### src/hw/rtl/multi_tap_keypad_decoder_macros.svh
// Assertion macros for the multi-tap keypad decoder.
// Each macro expects clk and rst_n in the scope where it is used.
`ifndef MULTI_TAP_KEYPAD_DECODER_MACROS_SVH
`define MULTI_TAP_KEYPAD_DECODER_MACROS_SVH

// Same-cycle implication, checked out of reset.
`define MTKD_ASSERT_NOW(label, ante, cons) \
  label: assert property (@(posedge clk) disable iff (!rst_n) (ante) |-> (cons)) \
    else $error("mtkd check failed");

// Next-cycle implication, checked out of reset.
`define MTKD_ASSERT_NEXT(label, ante, cons) \
  label: assert property (@(posedge clk) disable iff (!rst_n) (ante) |=> (cons)) \
    else $error("mtkd check failed");

`endif

### src/hw/rtl/mtkd_pkg.sv
// Package for the multi-tap keypad decoder: key and action codes, state and
// result types, and the letter lookup. No dependencies.
package mtkd_pkg;

  localparam int CNT_W = 13;
  localparam logic [CNT_W-1:0] BUFFER_CHARS = 13'd4096;

  typedef enum logic [2:0] {
    ACT_INSERT  = 3'd0,
    ACT_REPLACE = 3'd1,
    ACT_DELETE  = 3'd2,
    ACT_CLEAR   = 3'd3,
    ACT_COMMIT  = 3'd4
  } action_t;

  localparam logic [3:0] KEY_SPACE = 4'd0;
  localparam logic [3:0] KEY_ONE   = 4'd1;
  localparam logic [3:0] KEY_TWO   = 4'd2;
  localparam logic [3:0] KEY_THREE = 4'd3;
  localparam logic [3:0] KEY_FOUR  = 4'd4;
  localparam logic [3:0] KEY_FIVE  = 4'd5;
  localparam logic [3:0] KEY_SIX   = 4'd6;
  localparam logic [3:0] KEY_SEVEN = 4'd7;
  localparam logic [3:0] KEY_EIGHT = 4'd8;
  localparam logic [3:0] KEY_NINE  = 4'd9;
  localparam logic [3:0] KEY_CASE  = 4'd10;
  localparam logic [3:0] KEY_BACK  = 4'd11;
  localparam logic [3:0] KEY_CLEAR = 4'd12;

  localparam logic       OP_PRESS = 1'b0;
  localparam logic       OP_TICK  = 1'b1;

  localparam logic [2:0] TAP_TOP_FOUR  = 3'd4;
  localparam logic [2:0] TAP_TOP_THREE = 3'd3;

  localparam logic [7:0]  CHR_SPACE   = 8'h20;
  localparam logic [7:0]  CHR_ONE     = 8'h31;
  localparam logic [7:0]  CHR_ZERO    = 8'h30;
  localparam logic [7:0]  CHR_NONE    = 8'h00;
  localparam logic [7:0]  CASE_OFFSET = 8'h20;
  localparam logic [15:0] IDLE_MAX    = 16'hFFFF;
  localparam logic [15:0] TIMEOUT_RST = 16'd1000;

  typedef struct packed {
    logic [3:0]       last_key;
    logic [2:0]       tap;
    logic             pending;
    logic             capitals;
    logic [15:0]      idle;
    logic [CNT_W-1:0] count;
  } state_t;

  typedef struct packed {
    logic       valid;
    action_t    action;
    logic [7:0] character;
  } result_t;

  function automatic logic [7:0] first_letter(input logic [3:0] idx);
    logic [7:0] c;
    unique case (idx)
      4'd0:    c = 8'h41;
      4'd1:    c = 8'h44;
      4'd2:    c = 8'h47;
      4'd3:    c = 8'h4A;
      4'd4:    c = 8'h4D;
      4'd5:    c = 8'h50;
      4'd6:    c = 8'h54;
      4'd7:    c = 8'h57;
      default: c = 8'h5B;
    endcase
    return c;
  endfunction

  function automatic logic [7:0] letter_of(input logic [3:0] key, input logic [2:0] tap,
                                           input logic caps);
    logic [7:0] base;
    logic [7:0] limit;
    logic [7:0] c;
    base  = first_letter({1'b0, 3'(key - 4'd2)});
    limit = first_letter(key - 4'd1);
    c     = base + {5'b0, tap};
    if (c >= limit) begin
      c = CHR_ZERO + {4'b0, key};
    end else if (!caps) begin
      c = c + CASE_OFFSET;
    end
    return c;
  endfunction

endpackage

### src/hw/rtl/mtkd_step.sv
// Next-state and result logic for one keypad transaction.
// Depends on mtkd_pkg.
module mtkd_step (
  input  mtkd_pkg::state_t  cur,
  input  logic [15:0]       timeout,
  input  logic              op,
  input  logic [3:0]        key,
  output mtkd_pkg::state_t  nxt,
  output mtkd_pkg::result_t res
);

  logic                      full;
  logic [15:0]               idle_inc;
  logic [2:0]                top;
  logic [2:0]                tap_nxt;
  logic [mtkd_pkg::CNT_W-1:0] count_inc;

  assign full      = cur.count >= mtkd_pkg::BUFFER_CHARS;
  assign idle_inc  = (cur.idle != mtkd_pkg::IDLE_MAX) ? cur.idle + 16'd1 : cur.idle;
  assign top       = (key == mtkd_pkg::KEY_SEVEN || key == mtkd_pkg::KEY_NINE) ?
                     mtkd_pkg::TAP_TOP_FOUR : mtkd_pkg::TAP_TOP_THREE;
  assign tap_nxt   = (cur.tap >= top) ? 3'd0 : cur.tap + 3'd1;
  assign count_inc = cur.count + {{(mtkd_pkg::CNT_W-1){1'b0}}, 1'b1};

  always_comb begin
    nxt           = cur;
    res.valid     = 1'b0;
    res.action    = mtkd_pkg::ACT_COMMIT;
    res.character = mtkd_pkg::CHR_NONE;
    priority if (op == mtkd_pkg::OP_TICK) begin
      if (cur.pending) begin
        if (idle_inc >= timeout) begin
          nxt.pending = 1'b0;
          nxt.idle    = 16'd0;
          res.valid   = 1'b1;
        end else begin
          nxt.idle = idle_inc;
        end
      end
    end else begin
      unique case (key)
        mtkd_pkg::KEY_TWO, mtkd_pkg::KEY_THREE, mtkd_pkg::KEY_FOUR, mtkd_pkg::KEY_FIVE,
        mtkd_pkg::KEY_SIX, mtkd_pkg::KEY_SEVEN, mtkd_pkg::KEY_EIGHT,
        mtkd_pkg::KEY_NINE: begin
          nxt.idle = 16'd0;
          if (cur.pending && key == cur.last_key) begin
            nxt.tap       = tap_nxt;
            res.valid     = 1'b1;
            res.action    = mtkd_pkg::ACT_REPLACE;
            res.character = mtkd_pkg::letter_of(key, tap_nxt, cur.capitals);
          end else begin
            nxt.tap      = 3'd0;
            nxt.last_key = key;
            nxt.pending  = 1'b0;
            if (full) begin
              res.valid = cur.pending;
            end else begin
              nxt.count     = count_inc;
              nxt.pending   = 1'b1;
              res.valid     = 1'b1;
              res.action    = mtkd_pkg::ACT_INSERT;
              res.character = mtkd_pkg::letter_of(key, 3'd0, cur.capitals);
            end
          end
        end
        mtkd_pkg::KEY_SPACE, mtkd_pkg::KEY_ONE: begin
          nxt.pending = 1'b0;
          nxt.idle    = 16'd0;
          if (full) begin
            res.valid = cur.pending;
          end else begin
            nxt.count     = count_inc;
            res.valid     = 1'b1;
            res.action    = mtkd_pkg::ACT_INSERT;
            res.character = (key == mtkd_pkg::KEY_ONE) ? mtkd_pkg::CHR_ONE :
                            mtkd_pkg::CHR_SPACE;
          end
        end
        mtkd_pkg::KEY_CASE: begin
          nxt.capitals = !cur.capitals;
          nxt.pending  = 1'b0;
          nxt.idle     = 16'd0;
          res.valid    = 1'b1;
        end
        mtkd_pkg::KEY_BACK: begin
          if (cur.count != '0) begin
            nxt.count   = cur.count - {{(mtkd_pkg::CNT_W-1){1'b0}}, 1'b1};
            nxt.pending = 1'b0;
            nxt.idle    = 16'd0;
            res.valid   = 1'b1;
            res.action  = mtkd_pkg::ACT_DELETE;
          end
        end
        mtkd_pkg::KEY_CLEAR: begin
          nxt.count   = '0;
          nxt.pending = 1'b0;
          nxt.idle    = 16'd0;
          res.valid   = 1'b1;
          res.action  = mtkd_pkg::ACT_CLEAR;
        end
        default: begin
        end
      endcase
    end
  end

endmodule

### src/hw/rtl/multi_tap_keypad_decoder.sv
// Multi-tap keypad decoder top level: input register, decode state, result register.
// A transaction is captured in the input register, then decoded into the result register.
// Throughput: one per cycle unless out_stall; the single decode step sets the pace.
// Reset (rst_n low, synchronous) clears all state, empties both registers and
// loads the timeout register with 1000. Depends on mtkd_pkg, mtkd_step, macros header.
`include "multi_tap_keypad_decoder_macros.svh"

module multi_tap_keypad_decoder (
  input  logic        clk,
  input  logic        rst_n,
  input  logic        in_valid,
  output logic        in_stall,
  input  logic        in_op,
  input  logic [3:0]  in_key,
  output logic        out_valid,
  input  logic        out_stall,
  output logic [2:0]  out_action,
  output logic [7:0]  out_character,
  output logic        out_capital_mode,
  output logic        out_letter_pending,
  input  logic        cfg_valid,
  output logic        cfg_ready,
  input  logic [15:0] cfg_timeout_ticks
);

  logic              s1_valid_r;
  logic              s1_op_r;
  logic [3:0]        s1_key_r;
  logic [15:0]       timeout_r;
  mtkd_pkg::state_t  state_r;
  mtkd_pkg::state_t  state_nxt;
  mtkd_pkg::result_t res;
  logic              adv;
  logic              out_valid_r;
  logic [2:0]        out_action_r;
  logic [7:0]        out_character_r;
  logic              out_capital_r;
  logic              out_pending_r;

  assign adv       = s1_valid_r && (!out_valid_r || !out_stall);
  assign in_stall  = s1_valid_r && !adv;
  assign cfg_ready = 1'b1;

  mtkd_step u_step (
    .cur     (state_r),
    .timeout (timeout_r),
    .op      (s1_op_r),
    .key     (s1_key_r),
    .nxt     (state_nxt),
    .res     (res)
  );

  always_ff @(posedge clk) begin
    if (!rst_n) begin
      timeout_r <= mtkd_pkg::TIMEOUT_RST;
    end else if (cfg_valid && cfg_ready) begin
      timeout_r <= cfg_timeout_ticks;
    end
  end

  // Input register
  always_ff @(posedge clk) begin
    if (!rst_n) begin
      s1_valid_r <= 1'b0;
    end else if (!in_stall) begin
      s1_valid_r <= in_valid;
    end
  end

  always_ff @(posedge clk) begin
    if (in_valid && !in_stall) begin
      s1_op_r  <= in_op;
      s1_key_r <= in_key;
    end
  end

  always_ff @(posedge clk) begin
    if (!rst_n) begin
      state_r <= '0;
    end else if (adv) begin
      state_r <= state_nxt;
    end
  end

  // Result register
  always_ff @(posedge clk) begin
    if (!rst_n) begin
      out_valid_r <= 1'b0;
    end else if (adv) begin
      out_valid_r <= res.valid;
    end else if (!out_stall) begin
      out_valid_r <= 1'b0;
    end
  end

  always_ff @(posedge clk) begin
    if (adv && res.valid) begin
      out_action_r    <= res.action;
      out_character_r <= res.character;
      out_capital_r   <= state_nxt.capitals;
      out_pending_r   <= state_nxt.pending;
    end
  end

  assign out_valid          = out_valid_r;
  assign out_action         = out_action_r;
  assign out_character      = out_character_r;
  assign out_capital_mode   = out_capital_r;
  assign out_letter_pending = out_pending_r;

  `MTKD_ASSERT_NOW(a_tap_range, 1'b1, state_r.tap <= mtkd_pkg::TAP_TOP_FOUR)
  `MTKD_ASSERT_NOW(a_count_range, 1'b1, state_r.count <= mtkd_pkg::BUFFER_CHARS)
  `MTKD_ASSERT_NOW(a_replace_needs_pending, adv && res.valid && res.action == mtkd_pkg::ACT_REPLACE, state_r.pending)
  `MTKD_ASSERT_NOW(a_no_pending_after_edit, out_valid_r && out_action_r != mtkd_pkg::ACT_INSERT && out_action_r != mtkd_pkg::ACT_REPLACE, !out_pending_r)
  `MTKD_ASSERT_NEXT(a_idle_tick_quiet, adv && s1_op_r == mtkd_pkg::OP_TICK && !state_r.pending, !out_valid_r)

endmodule
### config.mk
export PLATFORM = sky130hd
export DESIGN_NAME = multi_tap_keypad_decoder
export DESIGN_NICKNAME = d
export VERILOG_FILES = /design/src/hw/rtl/mtkd_pkg.sv /design/src/hw/rtl/mtkd_step.sv /design/src/hw/rtl/multi_tap_keypad_decoder.sv
export VERILOG_INCLUDE_DIRS = /design/src /design/src/hw/rtl
export SDC_FILE = /design/constraint.sdc
export NUM_CORES = 1
export LEC_CHECK = 0
export BUFFER_PORTS_ARGS = -buffer_cell sky130_fd_sc_hd__buf_2
export CORE_MARGIN = 2
export CORE_UTILIZATION = 45
export DETAILED_ROUTE_END_ITERATION = 12
export GPL_TIMING_DRIVEN = 0
export PLACE_DENSITY_LB_ADDON = 0.15
export REMOVE_ABC_BUFFERS = 1
export SLEW_MARGIN = 30
export SYNTH_ARGS = -nofsm -noshare
export SYNTH_HDL_FRONTEND = slang
export SYNTH_SLANG_ARGS = --single-unit
### constraint.sdc
create_clock -name clk -period 9.28 [get_ports clk]
set_clock_uncertainty 0.2 [all_clocks]
set_input_delay 1.392 -clock clk [delete_from_list [all_inputs] [get_ports clk]]
set_output_delay 1.392 -clock clk [all_outputs]
set_load 0.05 [all_outputs]
==> results of run 1 <==
[cell usage in the layout (no fill, tap or decap), drive strengths merged, types with 8 or more instances in the layout]
master,n
a21boi,8
a21oi,41
a31oi,10
and3,13
buf,40
clkbuf,11
dfxtp,56
edfxtp,18
ha,52
inv,41
mux2i,16
nand2,58
nand3,36
nand4,12
nor2,47
nor2b,13
nor3,10
nor4,8
o21ai,24
xnor2,17
xor2,14
[worst max-delay path, cell delays in order (launching register included)]
cell,delay [ns]
edfxtp_1,0.52
inv_1,0.22
ha_1,0.40
o2bb2ai_1,0.27
inv_1,0.09
ha_1,0.28
nor2b_1,0.19
nand2_1,0.08
a21oi_1,0.15
o21a_1,0.19
inv_1,0.07
fa_1,0.43
xnor2_1,0.24
ha_1,0.29
a21o_1,0.19
a31oi_1,0.15
o21ai_0,0.21
or2_2,0.41
o22ai_1,0.16
o21ai_0,0.13
[worst max-delay path by stage]
| stage | slack (ns) | endpoint | depth (start not counted) | from |
|---|---|---|---|---|
| after floorplan | 4.91 | out_character[5] | 19 | s1_key_r[1] |
| after global placement | 4.28 | out_character[4] | 19 | s1_key_r[1] |
| after detailed placement | 4.18 | out_character[4] | 19 | s1_key_r[1] |
| after CTS | 4.15 | out_character[4] | 19 | s1_key_r[1] |
| after global routing | 3.76 | out_character[4] | 19 | s1_key_r[1] |
| final | 4.13 | out_character[4] | 19 | s1_key_r[1] |
[cell families after synthesis]
logic type,Yosys count
multiplexers,22
AO/OA/AOI/OAI,130
AND/OR/NAND/NOR,219
adder cells (fa/ha/maj),55
buffers and inverters,67
flip-flops,74
other,2
XOR/XNOR,31
[routing by layer]
metal / vias up / GRT usage (%) / share of wire [%]
met3: 15 / 2.69 / 3.8
met2: 76 / 29.8 / 43
met1: 2021 / 28.4 / 52
li1: 2198 / - / -
met5: - / 0 / 0
met4: 0 / 6.25 / 1.6
[layout make-up]
| class | count | area share [%] |
|---|---|---|
| Clock buffer | 11 | 4.11 |
| Sequential cell | 74 | 29.3 |
| Clock inverter | 5 | 0.950 |
| Timing Repair Buffer | 40 | 3.54 |
| Multi-Input combinational cell | 460 | 56.2 |
| Inverter | 41 | 2.81 |
| Tap cell | 140 | 3.09 |
[report_power, final]
group,total (W),switching (W),leakage (nW),internal (W)
combinational,0.000127,0.0000780,1.69,0.0000491
clock,0.000344,0.000136,0.135,0.000208
sequential,0.000347,0.00000813,0.619,0.000339
total,0.000818,0.000222,2.44,0.000596
[sequential cells by signal, summed over array words and instances (netlist names)]
signal,count
out_action,3
out_capital_mode,1
out_character,8
out_letter_pending,1
out_valid,1
s1_key_r,4
s1_op_r,1
s1_valid_r,1
state_r,38
timeout_r,16
[through the flow]
stage          total power, W  instances
2_1_floorplan        0.000445        575
3_3_place_gp         0.000477        755
3_5_place_dp         0.000481        755
4_1_cts              0.000824        771
5_1_grt              0.000855        771
6_report             0.000818        771
==> report_table.html, run 1 <==
<table>
<tr><th>Metric</th><th>Value</th></tr>
<tr><th colspan="2">Status</th></tr>
<tr><td>Outcome</td><td>finished clean</td></tr>
<tr><th colspan="2">Drt</th></tr>
<tr><td>First-iteration detailed-routing DRC count</td><td>~210</td></tr>
<tr><td>Number of detailed-routing iterations run before antenna repair</td><td>4</td></tr>
<tr><td>Detail-routed net length per standard cell</td><td>15.0 µm</td></tr>
<tr><td>Number of vias after detailed routing</td><td>4,310</td></tr>
<tr><td>DRC viols</td><td>0</td></tr>
<tr><td>Total length of routed wires</td><td>11,600 µm</td></tr>
<tr><td>Count of antenna-violating nets left after detailed routing</td><td>0</td></tr>
<tr><td>Vias per cell</td><td>5.59</td></tr>
<tr><th colspan="2">Clock network</th></tr>
<tr><td>Clock Root Buffer</td><td>clkbuf_16</td></tr>
<tr><td>Clock Sink Count</td><td>74</td></tr>
<tr><td>Number of instances resized during post-cts repair</td><td>0</td></tr>
<tr><td>H-tree depth</td><td>3</td></tr>
<tr><td>Clk Latency, worst-skew pair</td><td>0.33 ns</td></tr>
<tr><td>Clock buffer count from CTS</td><td>9</td></tr>
<tr><td>Post-CTS Repair Setup Buffers</td><td>0</td></tr>
<tr><td>Number of hold buffers added after CTS</td><td>0</td></tr>
<tr><td>TritonCTS clock tree</td><td>built</td></tr>
<tr><td>CTS Buffer Depth</td><td>2</td></tr>
<tr><td>Clock-pin slew on the worst setup and hold paths</td><td>0.06 ns</td></tr>
<tr><th colspan="2">STA</th></tr>
<tr><td>Min Hold Slack</td><td>0.290 ns</td></tr>
<tr><td>Post-Route Setup TNS</td><td>0 ns</td></tr>
<tr><td>FMAX</td><td>around 190 MHz</td></tr>
<tr><td>Number of max-slew violations in the final report</td><td>0</td></tr>
<tr><td>Count of endpoints failing setup in the final report</td><td>0</td></tr>
<tr><td>Setup ws final</td><td>about 4.1 ns</td></tr>
<tr><td>Min Clock Period, post-route</td><td>just over 5 ns</td></tr>
<tr><td>Actual transition at the worst max-transition pin</td><td>between 1 and 1.5 ns</td></tr>
<tr><td>Slew Limit Headroom</td><td>31.1%</td></tr>
<tr><td>Final clock period utilization by the worst path</td><td>55.5%</td></tr>
<tr><td>Final count of hold timing violations</td><td>0</td></tr>
<tr><td>Unrepaired setup endpoints after global routing</td><td>false</td></tr>
<tr><th colspan="2">Place</th></tr>
<tr><td>RD Place Congestion</td><td>0.886</td></tr>
<tr><td>PortBufs</td><td>40</td></tr>
<tr><td>Dpl cell area</td><td>roughly 0.0054 mm²</td></tr>
<tr><td>Final HPWL from detailed placement</td><td>8490 µm</td></tr>
<tr><td>Post-place setup slack</td><td>4.18 ns</td></tr>
<tr><th colspan="2">GRT</th></tr>
<tr><td>Global routing usage summed across all routing layers</td><td>19.5%</td></tr>
<tr><td>Antenna violations before repair</td><td>0</td></tr>
<tr><td>GR Overflow Total</td><td>0</td></tr>
<tr><td>Via count of the first global-routing pass</td><td>4,157</td></tr>
<tr><td>Pin count of the biggest net entering global routing</td><td>44</td></tr>
<tr><td>Global-route wire length before repair</td><td>roughly 20,000 µm</td></tr>
<tr><th colspan="2">Setup path</th></tr>
<tr><td>Type of the worst setup path</td><td>flip-flop to flip-flop</td></tr>
<tr><td>Launch instance of the worst register-to-register path</td><td>s1_key_r[1]</td></tr>
<tr><td>Worst reg-to-reg setup slack</td><td>~4.1 ns</td></tr>
<tr><td>Required time at the endpoint of the critical path</td><td>between 9 and 10 ns</td></tr>
<tr><td>Type of element launching the critical path</td><td>flip-flop</td></tr>
<tr><td>End of the worst register-to-register path</td><td>out_character[4]</td></tr>
<tr><td>Critical-path maximum fanout</td><td>9</td></tr>
<tr><td>Path depth of the worst reg2reg path</td><td>19</td></tr>
<tr><td>Endpoint class of the critical path</td><td>flip-flop</td></tr>
<tr><td>Critical Path AT</td><td>roughly 5.0 ns</td></tr>
<tr><th colspan="2">Die</th></tr>
<tr><td>Die area</td><td>0.0122 mm²</td></tr>
<tr><td>Floorplan die width</td><td>111 µm</td></tr>
<tr><td>Core footprint</td><td>0.0110 mm²</td></tr>
<tr><td>Initial core utilization</td><td>46.6%</td></tr>
<tr><td>I/O pin total</td><td>42</td></tr>
<tr><td>Height of the die</td><td>111 µm</td></tr>
<tr><td>Number of rows created at floorplan</td><td>38</td></tr>
<tr><th colspan="2">Hold path</th></tr>
<tr><td>Hold-critical path endpoint</td><td>state_r[4]</td></tr>
<tr><td>Type of the tightest min-delay check</td><td>flip-flop to flip-flop</td></tr>
<tr><td>Launch point of the worst hold path</td><td>state_r[4]</td></tr>
<tr><td>Hold Crit Depth</td><td>2</td></tr>
<tr><th colspan="2">Final layout</th></tr>
<tr><td>Summed area of non-filler cells in the final layout</td><td>0.00566 mm²</td></tr>
<tr><td>Proportion of layout cells with a drive suffix above 1</td><td>11.7%</td></tr>
<tr><td>Post-route core utilization</td><td>51.5%</td></tr>
<tr><td>Count of antenna diodes in the layout</td><td>0</td></tr>
<tr><td>Seq. cell area</td><td>0.00166 mm²</td></tr>
<tr><td>Area overhead of the layout relative to synthesis</td><td>10.6%</td></tr>
<tr><td>Count of nets after finishing</td><td>roughly 710</td></tr>
<tr><td>Fillcell total</td><td>1,053</td></tr>
<tr><td>Multi-input gate area in the final layout</td><td>0.00318 mm²</td></tr>
<tr><th colspan="2">Logic synthesis</th></tr>
<tr><td>Count of flip-flops with a built-in enable after synthesis</td><td>18</td></tr>
<tr><td>Yosys top cell area share</td><td>21.9%</td></tr>
<tr><td>Netlist Area Pre-Place</td><td>roughly 0.0051 mm²</td></tr>
<tr><td>Post-synthesis share of cell area spent on and, or, nand and nor gates</td><td>21.2%</td></tr>
<tr><td>Most instantiated cells after synthesis</td><td>nand2_1, dfxtp_1, ha_1</td></tr>
<tr><td>Top cells by area, synth</td><td>dfxtp_1, ha_1, edfxtp_1</td></tr>
<tr><td>Proportion of synthesized chip area in sequential cells</td><td>32.5%</td></tr>
<tr><td>Post-synthesis area per instance</td><td>8.53 µm²</td></tr>
<tr><td>Post-synthesis compound-gate area fraction</td><td>about 17%</td></tr>
<tr><td>Leading cell type by number of instances after synthesis</td><td>nand2_1</td></tr>
<tr><td>Fraction of synthesized cell area in xor and xnor cells</td><td>5.31%</td></tr>
<tr><td>Largest area contributor in the netlist</td><td>dfxtp_1</td></tr>
<tr><td>Synth Flop Type</td><td>dfxtp_1</td></tr>
<tr><td>Synthesized instance count</td><td>600</td></tr>
<tr><td>Post-synthesis mux area share</td><td>4.45%</td></tr>
<tr><td>Adder and majority gate portion of the synthesized area</td><td>a little over an eighth</td></tr>
<tr><td>Register bit count reported by yosys</td><td>74</td></tr>
<tr><td>Main combinational cell family by area after synthesis</td><td>simple AND/OR/NAND/NOR gates</td></tr>
<tr><td>Fraction of registers with async set/reset</td><td>0%</td></tr>
<tr><td>Unique cell type count in the Yosys netlist</td><td>68</td></tr>
<tr><td>YS warnings</td><td>0</td></tr>
<tr><th colspan="2">Pwr</th></tr>
<tr><td>Power density over cell area</td><td>145 mW/mm²</td></tr>
<tr><td>Leakage power</td><td>2.44 nW</td></tr>
<tr><td>IR drop worst, VDD</td><td>0.0790 mV</td></tr>
<tr><th colspan="2">Job</th></tr>
<tr><td>Number of maximum-capacitance violations</td><td>0</td></tr>
</table>
(Power assumes the default switching activity.)
==> run 2, diff against run 1 <==
Clock period 9.28 ns to 4.4 ns, I/O delays scaled along.
==> run 2 against run 1 <==
  * Global-route usage rose by 0.63 points
  * Critical path type unchanged
  * Combinational power rose by 140%
  * Sequential cell count did not move
  * Die area did not move
==> report_table.html, run 2 (same netlist as run 1, synthesis figures left out) <==
<table>
<tr><th>Metric</th><th>Value</th></tr>
<tr><th colspan="2">STA</th></tr>
<tr><td>Min Clock Period, post-route</td><td>4.26 ns (was 5.15 ns)</td></tr>
<tr><td>Slew Limit Headroom</td><td>33.1% (was 31.1%)</td></tr>
<tr><td>Final clock period utilization by the worst path</td><td>96.9% (was 55.5%)</td></tr>
<tr><td>Count of endpoints failing setup in the final report</td><td>0 (unchanged)</td></tr>
<tr><td>Number of max-slew violations in the final report</td><td>0 (unchanged)</td></tr>
<tr><td>Setup ws final</td><td>0.138 ns (was 4.13 ns)</td></tr>
<tr><td>FMAX</td><td>235 MHz (was 194 MHz)</td></tr>
<tr><td>Final count of hold timing violations</td><td>0 (unchanged)</td></tr>
<tr><td>Actual transition at the worst max-transition pin</td><td>1.00 ns (was 1.03 ns)</td></tr>
<tr><th colspan="2">Clock network</th></tr>
<tr><td>CTS Buffer Depth</td><td>2 (unchanged)</td></tr>
<tr><td>TritonCTS clock tree</td><td>built (unchanged)</td></tr>
<tr><td>Clock buffer count from CTS</td><td>9 (unchanged)</td></tr>
<tr><td>Clk Latency, worst-skew pair</td><td>0.33 ns (about the same)</td></tr>
<tr><td>H-tree depth</td><td>3 (unchanged)</td></tr>
<tr><td>Clock Sink Count</td><td>74 (unchanged)</td></tr>
<tr><td>Clock Root Buffer</td><td>clkbuf_16 (unchanged)</td></tr>
<tr><td>Number of hold buffers added after CTS</td><td>0 (unchanged)</td></tr>
<tr><td>Clock-pin slew on the worst setup and hold paths</td><td>0.06 ns (about the same)</td></tr>
<tr><th colspan="2">GRT</th></tr>
<tr><td>Antenna violations before repair</td><td>0 (unchanged)</td></tr>
<tr><td>Via count of the first global-routing pass</td><td>4,254 (was 4,157)</td></tr>
<tr><td>Global-route wire length before repair</td><td>20,500 µm (was 20,000 µm)</td></tr>
<tr><td>Pin count of the biggest net entering global routing</td><td>44 (unchanged)</td></tr>
<tr><td>Global routing usage summed across all routing layers</td><td>20.1% (was 19.5%)</td></tr>
<tr><td>GR Overflow Total</td><td>0 (unchanged)</td></tr>
<tr><th colspan="2">Pwr</th></tr>
<tr><td>Power density over cell area</td><td>296 mW/mm² (was 145 mW/mm²)</td></tr>
<tr><td>Leakage power</td><td>2.58 nW (was 2.44 nW)</td></tr>
<tr><td>Overall power consumption</td><td>0.00176 W (was 0.000818 W)</td></tr>
<tr><td>IR drop worst, VDD</td><td>0.168 mV (was 0.0790 mV)</td></tr>
<tr><th colspan="2">Die</th></tr>
<tr><td>Height of the die</td><td>111 µm (unchanged)</td></tr>
<tr><td>Floorplan die width</td><td>111 µm (unchanged)</td></tr>
<tr><td>I/O pin total</td><td>42 (unchanged)</td></tr>
<tr><td>Core footprint</td><td>0.0110 mm² (unchanged)</td></tr>
<tr><td>Number of rows created at floorplan</td><td>38 (unchanged)</td></tr>
<tr><td>Die area</td><td>0.0122 mm² (unchanged)</td></tr>
<tr><td>Initial core utilization</td><td>46.6% (unchanged)</td></tr>
<tr><th colspan="2">Final layout</th></tr>
<tr><td>Number of flip-flops in the largest register</td><td>38 (unchanged)</td></tr>
<tr><td>Area overhead of the layout relative to synthesis</td><td>16.6% (was 10.6%)</td></tr>
<tr><td>Count of antenna diodes in the layout</td><td>0 (unchanged)</td></tr>
<tr><td>Post-route core utilization</td><td>54.3% (was 51.5%)</td></tr>
<tr><td>Proportion of layout cells with a drive suffix above 1</td><td>17.7% (was 11.7%)</td></tr>
<tr><td>Count of nets after finishing</td><td>725 (was 706)</td></tr>
<tr><td>Leading cell types in the layout, fill and taps excluded</td><td>nand2_1, dfxtp_1, ha_1 (unchanged)</td></tr>
<tr><td>Largest reg by FF count</td><td>state_r (unchanged)</td></tr>
<tr><th colspan="2">Job</th></tr>
<tr><td>Number of maximum-capacitance violations</td><td>0 (unchanged)</td></tr>
<tr><th colspan="2">Drt</th></tr>
<tr><td>First-iteration detailed-routing DRC count</td><td>256 (was 213)</td></tr>
<tr><td>Number of vias after detailed routing</td><td>4,424 (was 4,310)</td></tr>
<tr><td>Detail-routed net length per standard cell</td><td>15.4 µm (was 15.0 µm)</td></tr>
<tr><td>DRC viols</td><td>0 (unchanged)</td></tr>
<tr><td>Total length of routed wires</td><td>12,200 µm (was 11,600 µm)</td></tr>
<tr><td>Count of antenna-violating nets left after detailed routing</td><td>0 (unchanged)</td></tr>
<tr><td>Number of detailed-routing iterations run before antenna repair</td><td>5 (was 4)</td></tr>
<tr><td>Vias per cell</td><td>5.60 (was 5.59)</td></tr>
<tr><th colspan="2">Setup path</th></tr>
<tr><td>Type of element launching the critical path</td><td>flip-flop (unchanged)</td></tr>
<tr><td>Type of the worst setup path</td><td>flip-flop to flip-flop (unchanged)</td></tr>
<tr><td>Required time at the endpoint of the critical path</td><td>4.27 ns (was 9.14 ns)</td></tr>
<tr><td>Critical Path AT</td><td>4.13 ns (was 5.00 ns)</td></tr>
<tr><td>Endpoint class of the critical path</td><td>flip-flop (unchanged)</td></tr>
<tr><td>Critical-path maximum fanout</td><td>8 (was 9)</td></tr>
<tr><th colspan="2">Place</th></tr>
<tr><td>RD Place Congestion</td><td>0.886 (unchanged)</td></tr>
<tr><td>Post-place setup slack</td><td>-0.702 ns (was 4.18 ns)</td></tr>
<tr><td>PortBufs</td><td>40 (unchanged)</td></tr>
<tr><td>Final HPWL from detailed placement</td><td>8490 µm (unchanged)</td></tr>
<tr><th colspan="2">Status</th></tr>
<tr><td>Outcome</td><td>finished clean (unchanged)</td></tr>
<tr><th colspan="2">Hold path</th></tr>
<tr><td>Type of the tightest min-delay check</td><td>flip-flop to flip-flop (unchanged)</td></tr>
</table>
run 2: cell types whose count changed in the layout (fill, tap and decap cells not counted), sizes merged:
cell	delta
buf	+19
clkinvlp	+1
inv	-1
run 2: area by class of cell:
class	count	area, µm²
Fill cell	1030	5020
Multi-Input combinational cell	460	3320
Sequential cell	74	1660
Timing Repair Buffer	59	355
Clock buffer	11	233
Tap cell	140	175
Inverter	41	163
Clock inverter	5	53.8
run 2: critical path: stages (launching register included):
cell	delay (ns)
edfxtp_1	0.48
and2b_4	0.35
o2bb2ai_4	0.13
inv_1	0.06
ha_1	0.28
nor2b_2	0.16
nand2_1	0.07
a21oi_1	0.14
o21a_1	0.17
inv_1	0.07
fa_2	0.37
xnor2_2	0.16
ha_1	0.31
a21o_1	0.19
a31oi_2	0.17
o21ai_2	0.11
or2_4	0.29
a31oi_1	0.19
nor2_1	0.07
run 2: layer usage:
metal	share of wire [%]	routed length (µm)	GRT usage [%]
met3	4.2	512	2.96
met4	1.5	177	6.58
met1	49	6040	29.0
met5	0	0	0
met2	45	5480	30.9
run 2: worst paths after layout:
kind / from / to / slack (ns) / depth (start not counted)
min: state_r[4] / state_r[4] / 0.29 / 2
min reg2reg: state_r[4] / state_r[4] / 0.29 / 2
max: s1_key_r[2] / out_character[1] / 0.14 / 18
max reg2reg: s1_key_r[2] / out_character[1] / 0.14 / 18
run 2: where the power goes:
part           switching, W  internal [W]
clock              0.000287      0.000438
sequential        0.0000138      0.000716
combinational      0.000186      0.000124
total              0.000486       0.00128
run 2: per-stage QoR:
step                std cells  instance area (µm²)  setup TNS [ns]  hold slack, ns
global route              790                 5970          -0.934           0.302
finish                    790                 5970               0           0.289
global placement          755                 5380           -6.45           0.275
floorplan                 575                 5000               0           0.255
detailed placement        755                 5380           -8.09           0.282
CTS                       782                 5830               0           0.290
run 2: repair_timing:
| item | 4_1_cts | 5_1_grt |
|---|---|---|
| cloned | 0 | 0 |
| resized for setup | 15 | 17 |
| setup endpoints to repair | 36 | 28 |
| pin swaps | 0 | 6 |
| buffers inserted | 11 | 8 |
==> run 3, diff against run 2 <==
Settings changed: BUFFER_PORTS_ARGS -buffer_cell sky130_fd_sc_hd__buf_2 to unset, DONT_BUFFER_PORTS set to 1.
==> run 3 against run 2 <==
  * Wire length decreased by 1.9%
  * Fmax increased by 0.14%
  * Worst hold slack worse by 0.067 ns
  * Design area shrank 1.9%
  * Cell count is 4.9% lower
  * Critical path type unchanged
==> report_table.html, run 3 (same netlist as run 1, synthesis figures left out) <==
<table>
<tr><th>Metric</th><th>Value</th></tr>
<tr><th colspan="2">STA</th></tr>
<tr><td>Count of endpoints failing setup in the final report</td><td>0 (unchanged)</td></tr>
<tr><td>Final count of hold timing violations</td><td>0 (unchanged)</td></tr>
<tr><td>FMAX</td><td>235 MHz (about the same)</td></tr>
<tr><td>Min Clock Period, post-route</td><td>4.26 ns (about the same)</td></tr>
<tr><td>Unrepaired setup endpoints after global routing</td><td>true</td></tr>
<tr><td>Number of max-slew violations in the final report</td><td>0 (unchanged)</td></tr>
<tr><td>Slew Limit Headroom</td><td>44.9% (was 33.1%)</td></tr>
<tr><td>Actual transition at the worst max-transition pin</td><td>0.826 ns (was 1.00 ns)</td></tr>
<tr><td>Setup ws final</td><td>0.144 ns (was 0.138 ns)</td></tr>
<tr><td>Final clock period utilization by the worst path</td><td>96.7% (was 96.9%)</td></tr>
<tr><td>Min Hold Slack</td><td>0.221 ns (was 0.289 ns)</td></tr>
<tr><th colspan="2">Setup path</th></tr>
<tr><td>Type of element launching the critical path</td><td>flip-flop (unchanged)</td></tr>
<tr><td>Worst-path cell with the longest stage delay</td><td>edfxtp_1 (unchanged)</td></tr>
<tr><td>Worst reg-to-reg setup slack</td><td>0.14 ns (about the same)</td></tr>
<tr><td>Delay-heaviest family, CP</td><td>compound AO/OA/AOI/OAI gates (unchanged)</td></tr>
<tr><td>Required time at the endpoint of the critical path</td><td>4.38 ns (was 4.27 ns)</td></tr>
<tr><td>Endpoint class of the critical path</td><td>flip-flop (unchanged)</td></tr>
<tr><td>Critical-path maximum fanout</td><td>8 (unchanged)</td></tr>
<tr><td>Type of the worst setup path</td><td>flip-flop to flip-flop (unchanged)</td></tr>
<tr><td>Critical Path AT</td><td>4.24 ns (was 4.13 ns)</td></tr>
<tr><td>Largest stage delay, worst path</td><td>0.48 ns (about the same)</td></tr>
<tr><td>Buffering stage count on the worst path with inverters included</td><td>3 (was 2)</td></tr>
<tr><td>Critical path, cell by cell</td><td>inv_2, ha_4, o2bb2ai_4, inv_1, ha_1, nor2b_2, nand2_1, a21oi_2, o21a_1, inv_2, fa_2, xnor2_2, ha_1, a21o_1, a31oi_2, o21ai_2, or2_4, o22ai_2, a31oi_4, nor2_1 (was and2b_4, o2bb2ai_4, inv_1, ha_1, nor2b_2, nand2_1, a21oi_1, o21a_1, inv_1, fa_2, xnor2_2, ha_1, a21o_1, a31oi_2, o21ai_2, or2_4, a31oi_1, nor2_1)</td></tr>
<tr><th colspan="2">Clock network</th></tr>
<tr><td>Clock buffer count from CTS</td><td>9 (unchanged)</td></tr>
<tr><td>CTS Buffer Depth</td><td>2 (unchanged)</td></tr>
<tr><td>H-tree depth</td><td>3 (unchanged)</td></tr>
<tr><td>TritonCTS clock tree</td><td>built (unchanged)</td></tr>
<tr><td>Clk Latency, worst-skew pair</td><td>0.34 ns (was 0.33 ns)</td></tr>
<tr><td>Number of hold buffers added after CTS</td><td>0 (unchanged)</td></tr>
<tr><td>Clock Root Buffer</td><td>clkbuf_16 (unchanged)</td></tr>
<tr><td>Clock-pin slew on the worst setup and hold paths</td><td>0.06 ns (about the same)</td></tr>
<tr><td>Clock Sink Count</td><td>74 (unchanged)</td></tr>
<tr><th colspan="2">Die</th></tr>
<tr><td>Floorplan die width</td><td>111 µm (unchanged)</td></tr>
<tr><td>Initial core utilization</td><td>46.6% (unchanged)</td></tr>
<tr><td>Die area</td><td>0.0122 mm² (unchanged)</td></tr>
<tr><td>Number of rows created at floorplan</td><td>38 (unchanged)</td></tr>
<tr><td>Core footprint</td><td>0.0110 mm² (unchanged)</td></tr>
<tr><td>I/O pin total</td><td>42 (unchanged)</td></tr>
<tr><td>Height of the die</td><td>111 µm (unchanged)</td></tr>
<tr><th colspan="2">Hold path</th></tr>
<tr><td>Type of the tightest min-delay check</td><td>input pin to flip-flop (was flip-flop to flip-flop)</td></tr>
<tr><th colspan="2">Drt</th></tr>
<tr><td>Number of detailed-routing iterations run before antenna repair</td><td>4 (was 5)</td></tr>
<tr><td>DRC viols</td><td>0 (unchanged)</td></tr>
<tr><td>Total length of routed wires</td><td>12,000 µm (was 12,200 µm)</td></tr>
<tr><td>Vias per cell</td><td>5.67 (was 5.60)</td></tr>
<tr><td>Count of antenna-violating nets left after detailed routing</td><td>0 (unchanged)</td></tr>
<tr><td>Detail-routed net length per standard cell</td><td>16.0 µm (was 15.4 µm)</td></tr>
<tr><td>Number of vias after detailed routing</td><td>4,255 (was 4,424)</td></tr>
<tr><td>First-iteration detailed-routing DRC count</td><td>250 (was 256)</td></tr>
<tr><th colspan="2">GRT</th></tr>
<tr><td>GR Overflow Total</td><td>0 (unchanged)</td></tr>
<tr><td>Busiest layer in global routing</td><td>met2 (unchanged)</td></tr>
<tr><td>Antenna violations before repair</td><td>0 (unchanged)</td></tr>
<tr><td>Global-route wire length before repair</td><td>20,700 µm (was 20,500 µm)</td></tr>
<tr><td>Fraction of met3 tracks used by global routing</td><td>3.02% (was 2.96%)</td></tr>
<tr><td>Via count of the first global-routing pass</td><td>4,208 (was 4,254)</td></tr>
<tr><td>Pin count of the biggest net entering global routing</td><td>44 (unchanged)</td></tr>
<tr><td>Met1 capacity usage during global routing</td><td>29.0% (about the same)</td></tr>
<tr><td>Global routing usage summed across all routing layers</td><td>20.5% (was 20.1%)</td></tr>
<tr><td>Met2 GRT Util</td><td>32.2% (was 30.9%)</td></tr>
<tr><th colspan="2">Final layout</th></tr>
<tr><td>Post-route core utilization</td><td>53.3% (was 54.3%)</td></tr>
<tr><td>Leading cell types in the layout, fill and taps excluded</td><td>nand2_1, dfxtp_1, ha_1 (unchanged)</td></tr>
<tr><td>Count of antenna diodes in the layout</td><td>0 (unchanged)</td></tr>
<tr><td>Fillcell total</td><td>996 (was 1,030)</td></tr>
<tr><td>Count of nets after finishing</td><td>686 (was 725)</td></tr>
<tr><td>Area overhead of the layout relative to synthesis</td><td>14.3% (was 16.6%)</td></tr>
<tr><td>Number of flip-flops in the largest register</td><td>38 (unchanged)</td></tr>
<tr><td>Proportion of layout cells with a drive suffix above 1</td><td>14.6% (was 17.7%)</td></tr>
<tr><td>Largest reg by FF count</td><td>state_r (unchanged)</td></tr>
<tr><td>Fin cells</td><td>751 (was 790)</td></tr>
<tr><td>Summed area of non-filler cells in the final layout</td><td>0.00585 mm² (was 0.00597 mm²)</td></tr>
<tr><th colspan="2">Place</th></tr>
<tr><td>Number of cells in the design after placement</td><td>715 (was 755)</td></tr>
<tr><td>PortBufs</td><td>0 (was 40)</td></tr>
<tr><td>Post-place setup slack</td><td>-0.699 ns (was -0.702 ns)</td></tr>
<tr><td>Final HPWL from detailed placement</td><td>8450 µm (was 8490 µm)</td></tr>
<tr><td>Dpl cell area</td><td>0.00517 mm² (was 0.00538 mm²)</td></tr>
<tr><td>RD Place Congestion</td><td>0.856 (was 0.886)</td></tr>
<tr><th colspan="2">Pwr</th></tr>
<tr><td>Power density over cell area</td><td>313 mW/mm² (was 296 mW/mm²)</td></tr>
<tr><td>Leakage power</td><td>2.45 nW (was 2.58 nW)</td></tr>
<tr><td>IR drop worst, VDD</td><td>0.168 mV (about the same)</td></tr>
<tr><th colspan="2">Status</th></tr>
<tr><td>Outcome</td><td>finished clean (unchanged)</td></tr>
<tr><th colspan="2">Job</th></tr>
<tr><td>Number of maximum-capacitance violations</td><td>0 (unchanged)</td></tr>
</table>
[run 3: changes by cell type in the layout (fill, tap and decap cells not counted), sizes merged]
cell    before  now
inv         40   41
buf         59   20
clkbuf      11    9
bufinv       1    2
[run 3: area by class of cell]
type	instances	area (µm²)	area share (%)
multi-input combinational	460	3360	57.5
sequential	74	1660	28.4
clock buffer	9	225	3.85
tap	140	175	2.99
timing repair buffer	20	163	2.78
inverter	41	163	2.78
clock inverter	7	101	1.73
[run 3: power breakdown]
group | switching, W | internal (W) | total (W)
logic | 0.000169 | 0.000120 | 0.000289
registers | 0.0000231 | 0.000716 | 0.000739
clock network | 0.000300 | 0.000502 | 0.000802
[run 3: per-layer routing]
layer  up-vias  wire length, µm
met1      1991             5990
met4         0              206
met3        16              406
li1       2162                -
met5         -                0
met2        86             5370
[run 3: stage by stage]
step | TNS [ns] | total power (W)
floorplan | 0 | 0.000938
global placement | -7.69 | 0.000986
detailed placement | -10.33 | 0.000994
CTS | 0 | 0.00182
global route | -0.235 | 0.00192
finish | 0 | 0.00183
[run 3: path summary, 6_finish.rpt]
check,depth (start not counted),startpoint,to
worst max-delay path,20,s1_key_r[1],out_character[1]
worst min-delay path,1,rst_n,timeout_r[7]
worst max register to register,20,s1_key_r[1],out_character[1]
worst min register to register,2,timeout_r[9],timeout_r[9]
[run 3: repair_timing]
action / in CTS / in global routing
pin swaps: 1 / 7
endpoints found under the setup margin: 36 / 30
resized for setup: 17 / 24
setup buffers: 13 / 7
